File: config.mk
export PLATFORM = sky130hd
export DESIGN_NAME = tce_controller
export DESIGN_NICKNAME = d
export VERILOG_FILES = /design/src/rtl/tce_pkg.sv /design/src/rtl/tce_controller.sv
export SDC_FILE = /design/constraint.sdc
export NUM_CORES = 1
export LEC_CHECK = 0
export CAP_MARGIN = 20
export CORE_UTILIZATION = 40
export DETAILED_ROUTE_END_ITERATION = 10
export DONT_BUFFER_PORTS = 1
export HOLD_SLACK_MARGIN = 0.1
export REMOVE_ABC_BUFFERS = 1
export SLEW_MARGIN = 30
export SYNTH_ARGS = -nofsm -noshare
export SYNTH_HDL_FRONTEND = slang
export SYNTH_SLANG_ARGS = --single-unit
File: constraint.sdc
create_clock -name clock -period 1.65 [get_ports clock]
set_clock_uncertainty 0.1 [all_clocks]
set_input_delay 0.2475 -clock clock [delete_from_list [all_inputs] [get_ports clock]]
set_output_delay 0.2475 -clock clock [all_outputs]
set_load 0.01 [all_outputs]
File: src/rtl/tce_pkg.sv
// ----------------------------------------------------------------------------
// tce_pkg
// Shared types and constants for the transitive closure engine: word
// layouts, operation and status codes, controller states and the command
// and status groups between the controller and the datapath.
// ----------------------------------------------------------------------------
package tce_pkg;

   localparam int MAX_VERTICES_DEFAULT = 64;

   // Width of the vertex count register.
   localparam int COUNT_W = 7;
   localparam logic [COUNT_W-1:0] VERTEX_COUNT_RESET = 7'd64;

   localparam logic [1:0] OP_CLEAR   = 2'd0;
   localparam logic [1:0] OP_ADD     = 2'd1;
   localparam logic [1:0] OP_COMPUTE = 2'd2;
   localparam logic [1:0] OP_QUERY   = 2'd3;

   localparam logic [1:0] STATUS_OK      = 2'd0;
   localparam logic [1:0] STATUS_RANGE   = 2'd1;
   localparam logic [1:0] STATUS_INVALID = 2'd2;

   typedef struct packed {
      logic [1:0] op;
      logic [5:0] src_vertex;
      logic [5:0] dst_vertex;
   } tce_req_type;

   typedef struct packed {
      logic [1:0]  status;
      logic        reachable;
      logic [63:0] reachable_row;
      logic [12:0] pair_count;
   } tce_rsp_type;

   typedef enum logic [3:0] {
      S_IDLE,
      S_ADD_RD,
      S_ADD_WR,
      S_CPY_RD,
      S_CPY_WR,
      S_PIV_RD,
      S_PIV_LD,
      S_ROW_RD,
      S_ROW_WR,
      S_CNT_RD,
      S_CNT_ACC,
      S_QRY_RD,
      S_RESP
   } tce_state_type;

   typedef struct packed {
      logic latch;     // capture the accepted word
      logic clear;     // reset adjacency to identity, drop the closure
      logic i_zero;
      logic i_inc;
      logic k_zero;
      logic k_inc;
      logic adj_rd;    // read adjacency row of the source vertex
      logic adj_wr;    // write it back with the new edge
      logic cpy_rd;    // read adjacency row i
      logic cpy_wr;    // write closure row i from it
      logic piv_rd;    // read closure row k
      logic piv_ld;    // hold it as the pivot row
      logic row_rd;    // read closure row i
      logic row_wr;    // merge the pivot row into it if it reaches k
      logic acc_clr;
      logic cnt_rd;    // read closure row i for counting
      logic cnt_acc;
      logic cnt_done;  // store the total and mark the closure valid
      logic qry_rd;    // read closure row of the source vertex
      logic out_load;
   } tce_cmd_type;

   typedef struct packed {
      logic range_err;
      logic closure_valid;
      logic row_last;
      logic copy_last;
      logic pivot_last;
      logic out_free;
   } tce_sts_type;

endpackage

File: src/rtl/tce_controller.sv
// ----------------------------------------------------------------------------
// tce_controller
// Sequencer for the transitive closure engine: accepts a word, steps the
// datapath through the memory passes of that operation and loads the result.
// ----------------------------------------------------------------------------
module tce_controller (
   input  logic                 clock,
   input  logic                 reset,
   input  logic                 req_valid,
   input  logic [1:0]           req_op,
   output logic                 req_stall,
   input  tce_pkg::tce_sts_type sts,
   output tce_pkg::tce_cmd_type cmd
);
   import tce_pkg::*;

   tce_state_type state_ff;
   tce_state_type state_in;

   always_ff @(posedge clock) begin
      if (reset) begin
         state_ff <= S_IDLE;
      end else begin
         state_ff <= state_in;
      end
   end

   assign req_stall = (state_ff != S_IDLE);

   always_comb begin
      state_in = state_ff;
      cmd      = '0;
      unique case (state_ff)
         S_IDLE: begin
            if (req_valid) begin
               cmd.latch = 1'b1;
               unique case (req_op)
                  OP_CLEAR: begin
                     cmd.clear = 1'b1;
                     state_in  = S_RESP;
                  end
                  OP_ADD: begin
                     state_in = S_ADD_RD;
                  end
                  OP_COMPUTE: begin
                     cmd.i_zero = 1'b1;
                     state_in   = S_CPY_RD;
                  end
                  OP_QUERY: begin
                     state_in = S_QRY_RD;
                  end
               endcase
            end
         end
         S_ADD_RD: begin
            if (sts.range_err) begin
               state_in = S_RESP;
            end else begin
               cmd.adj_rd = 1'b1;
               state_in   = S_ADD_WR;
            end
         end
         S_ADD_WR: begin
            cmd.adj_wr = 1'b1;
            state_in   = S_RESP;
         end
         S_CPY_RD: begin
            cmd.cpy_rd = 1'b1;
            state_in   = S_CPY_WR;
         end
         S_CPY_WR: begin
            cmd.cpy_wr = 1'b1;
            if (sts.copy_last) begin
               cmd.k_zero = 1'b1;
               state_in   = S_PIV_RD;
            end else begin
               cmd.i_inc = 1'b1;
               state_in  = S_CPY_RD;
            end
         end
         S_PIV_RD: begin
            cmd.piv_rd = 1'b1;
            state_in   = S_PIV_LD;
         end
         S_PIV_LD: begin
            cmd.piv_ld = 1'b1;
            cmd.i_zero = 1'b1;
            state_in   = S_ROW_RD;
         end
         S_ROW_RD: begin
            cmd.row_rd = 1'b1;
            state_in   = S_ROW_WR;
         end
         S_ROW_WR: begin
            cmd.row_wr = 1'b1;
            if (!sts.row_last) begin
               cmd.i_inc = 1'b1;
               state_in  = S_ROW_RD;
            end else if (sts.pivot_last) begin
               cmd.i_zero  = 1'b1;
               cmd.acc_clr = 1'b1;
               state_in    = S_CNT_RD;
            end else begin
               cmd.k_inc = 1'b1;
               state_in  = S_PIV_RD;
            end
         end
         S_CNT_RD: begin
            cmd.cnt_rd = 1'b1;
            state_in   = S_CNT_ACC;
         end
         S_CNT_ACC: begin
            cmd.cnt_acc = 1'b1;
            if (sts.row_last) begin
               cmd.cnt_done = 1'b1;
               state_in     = S_RESP;
            end else begin
               cmd.i_inc = 1'b1;
               state_in  = S_CNT_RD;
            end
         end
         S_QRY_RD: begin
            if (!sts.range_err && sts.closure_valid) begin
               cmd.qry_rd = 1'b1;
            end
            state_in = S_RESP;
         end
         S_RESP: begin
            if (sts.out_free) begin
               cmd.out_load = 1'b1;
               state_in     = S_IDLE;
            end
         end
         default: begin
            state_in = S_IDLE;
         end
      endcase
   end

endmodule

==> out/metrics.csv <==
metric,value,unit
startpoint types,flip-flop,
ratio of cells with drive above 1 in the final layout,0.282,
Critical Path RT,1.30,ns
H-tree depth,1,
Netlist cell types,35,
Starting Density,0.432,
Die H,42.3,um
leading area contributor after synthesis,dfxtp_1,
Skew-Pair Late Insertion Delay,0.24,ns
routing usage on met1,0.279,
CTS Buf Count,3,
Nets,127,
Hold WC Path Type,input pin to flip-flop,
Post-Syn Instances,98,
status,"complete, no violations",
PnR Total Power,1560,uW
crit end category,output port,
sw frac,0.501,
simple-gate share of the synthesized area,0.500,
largest family of logic cells by synthesized area,simple AND/OR/NAND/NOR gates,
Largest Register,state_ff,
Top Registers,state_ff: 4 flops,
initial drt markers,16,
gpl congestion,0.869,
largest net degree at the start of global routing,14,
DRT Pass-1 Iters,4,
Ant. Diodes,0,
met3 Track Usage GR,0.0603,
Synth Warn #,0,
die footprint,0.00179,mm2
Vias per Instance,6.03,
Worst Max-Slew Pin Slew,0.275,ns
initial antenna violation count,0,
top cell type's share of synthesized area,0.123,
Slew Limit Fails,0,
residual DRC count,0,
Yosys reg bits,4,
number of max-cap violations,0,
post-synthesis mux area share,0.0308,
Rel. slew slack,0.815,
internal power,777,uW
Worst Slack Setup Final,0.0365,ns
mapped cell area,651,um2
f_max,620,MHz
CP max FO,7,
Async SR Flop Fraction,0,
adder-cell share of the synthesized area,0.0769,
RSZ-0062 raised after global routing,true,
first-pass GRT wire length,2.86,mm
top_reg_cell synth,dfxtp_1,
CTS tree,done,
antenna-violating nets left,0,
max FFs per register,4,
Longest Clk Path Bufs,2,
fin crit share,0.978,
routed len/inst,15.5,um
Finish-stage setup viols,0,
number of flops mapped to enable cells by yosys,0,
die width,42.3,um
IO Count,32,
busiest metal layer after global routing,met2,
clock-pin slew on the worst setup and hold paths,0.04,ns
vias in the first global route,628,
P_sw,780,uW
num rows,14,
largest cells by area after synthesis,"dfxtp_1 12%, nor2_1 11%, ha_1 7.7%",
Leak Pwr,0.000353,uW
CTS Sinks,4,
Hold Slack,0.116,ns
VDD IR-drop max,0.000986,V
area grow syn2layout,19.6,%
most numerous cell in the Yosys netlist,nor2_1,
Global Route met2 Usage,0.326,
Comb pwr share,0.724,
Setup WS pre-CTS,0.106,ns
crit path kind,flip-flop to output port,
Port Buf Inserts,0,
Post-Synth XOR/XNOR Area,0,
"top cells by count, synth","19 x nor2_1, 9 x nor3_1, 8 x a21oi_1, 6 x nand2_1",
"Avg Cell Area, Syn",6.64,um2
core area,0.00151,mm2
GR Overflow Total,0,
vias,760,
WL final,1.96,mm
clock power share,0.079,
fin crit period,1.61,ns
detailed placement HPWL,1.37,mm
"Arr. time, crit path",1.27,ns
sequential-to-total area share from yosys stat,0.123,
part of the power in registers,0.197,
CTS Root Cell,clkbuf_4,
Compound-Gate Fraction of Synth Area,0.163,
power density over the cells,2000,mW/mm2
Fin. Hold Viols,0,
Fillers,162,
overall routing resource usage,0.206,
timing repair:
action / in CTS / in global routing
pin swaps: 0 / 2
endpoints found under the hold margin: 2 / 0
hold buffers: 1 / 0
setup endpoints to repair: 7 / 4
setup buffers: 0 / 1
gates resized for setup: 4 / 7
per-stage QoR:
stage | area [um2] | util | instances | setup TNS [ns]
global route | 778 | 0.517 | 126 | -0.00635
floorplan | 593 | - | 91 | 0
finish | 778 | 0.517 | 126 | 0
CTS | 756 | 0.502 | 125 | 0
detailed placement | 718 | 0.477 | 121 | 0
global placement | 718 | 0.477 | 121 | 0
cells in the final DEF, fill, tap and decap left out, types with 3 or more instances in the layout:
master     n
nand2b_1   4
ha_1       4
dfxtp_4    4
nor3_1     9
nand2_1    5
nor2_1    18
clkbuf_4   3
and3_1     4
o21ai_0    3
buf_4     15
a21oi_1    8
power groups by stage:
stage / logic, uW / registers (uW) / clock network, uW
finish: 1130 / 306 / 123
global route: 1220 / 318 / 137
CTS: 1100 / 276 / 128
detailed placement: 1080 / 264 / 0
global placement: 1070 / 263 / 0
floorplan: 662 / 289 / 0
per-layer routing:
metal / routed length [um] / up-vias
met5: 0 / -
met4: 26 / 0
met3: 140 / 4
met2: 960 / 33
met1: 827 / 356
li1: - / 367
critical path, cell delays in order (launching register included):
cell and delay (ns):
dfxtp_4 0.38, or2b_4 0.31, nor3_1 0.19, buf_4 0.15
worst paths after layout:
kind                    start     endpoint  slack [ns]  depth (start not counted)
setup / recovery  state_ff[0]      cmd[13]        0.04                          3
hold reg to reg   state_ff[0]  state_ff[0]        0.54                          2
setup reg to reg  state_ff[1]  state_ff[3]        0.20                          5
hold / removal          reset  state_ff[1]        0.12                          2
final cells by class:
class                           count  area [um2]  area share
Clock buffer                        3        22.5      0.0289
Timing Repair Buffer               16         123       0.158
Tap cell                           16        20.0      0.0257
Multi-Input combinational cell     84         507       0.651
Inverter                            3        11.3      0.0145
Sequential cell                     4        95.1       0.122
cells by family after synthesis:
family | Yosys count
fa+ha+maj | 4
compound gates | 18
buf+inv | 10
flops | 4
mux | 2
simple gates | 60
Note: power is estimated with default switching activity, not from simulation.
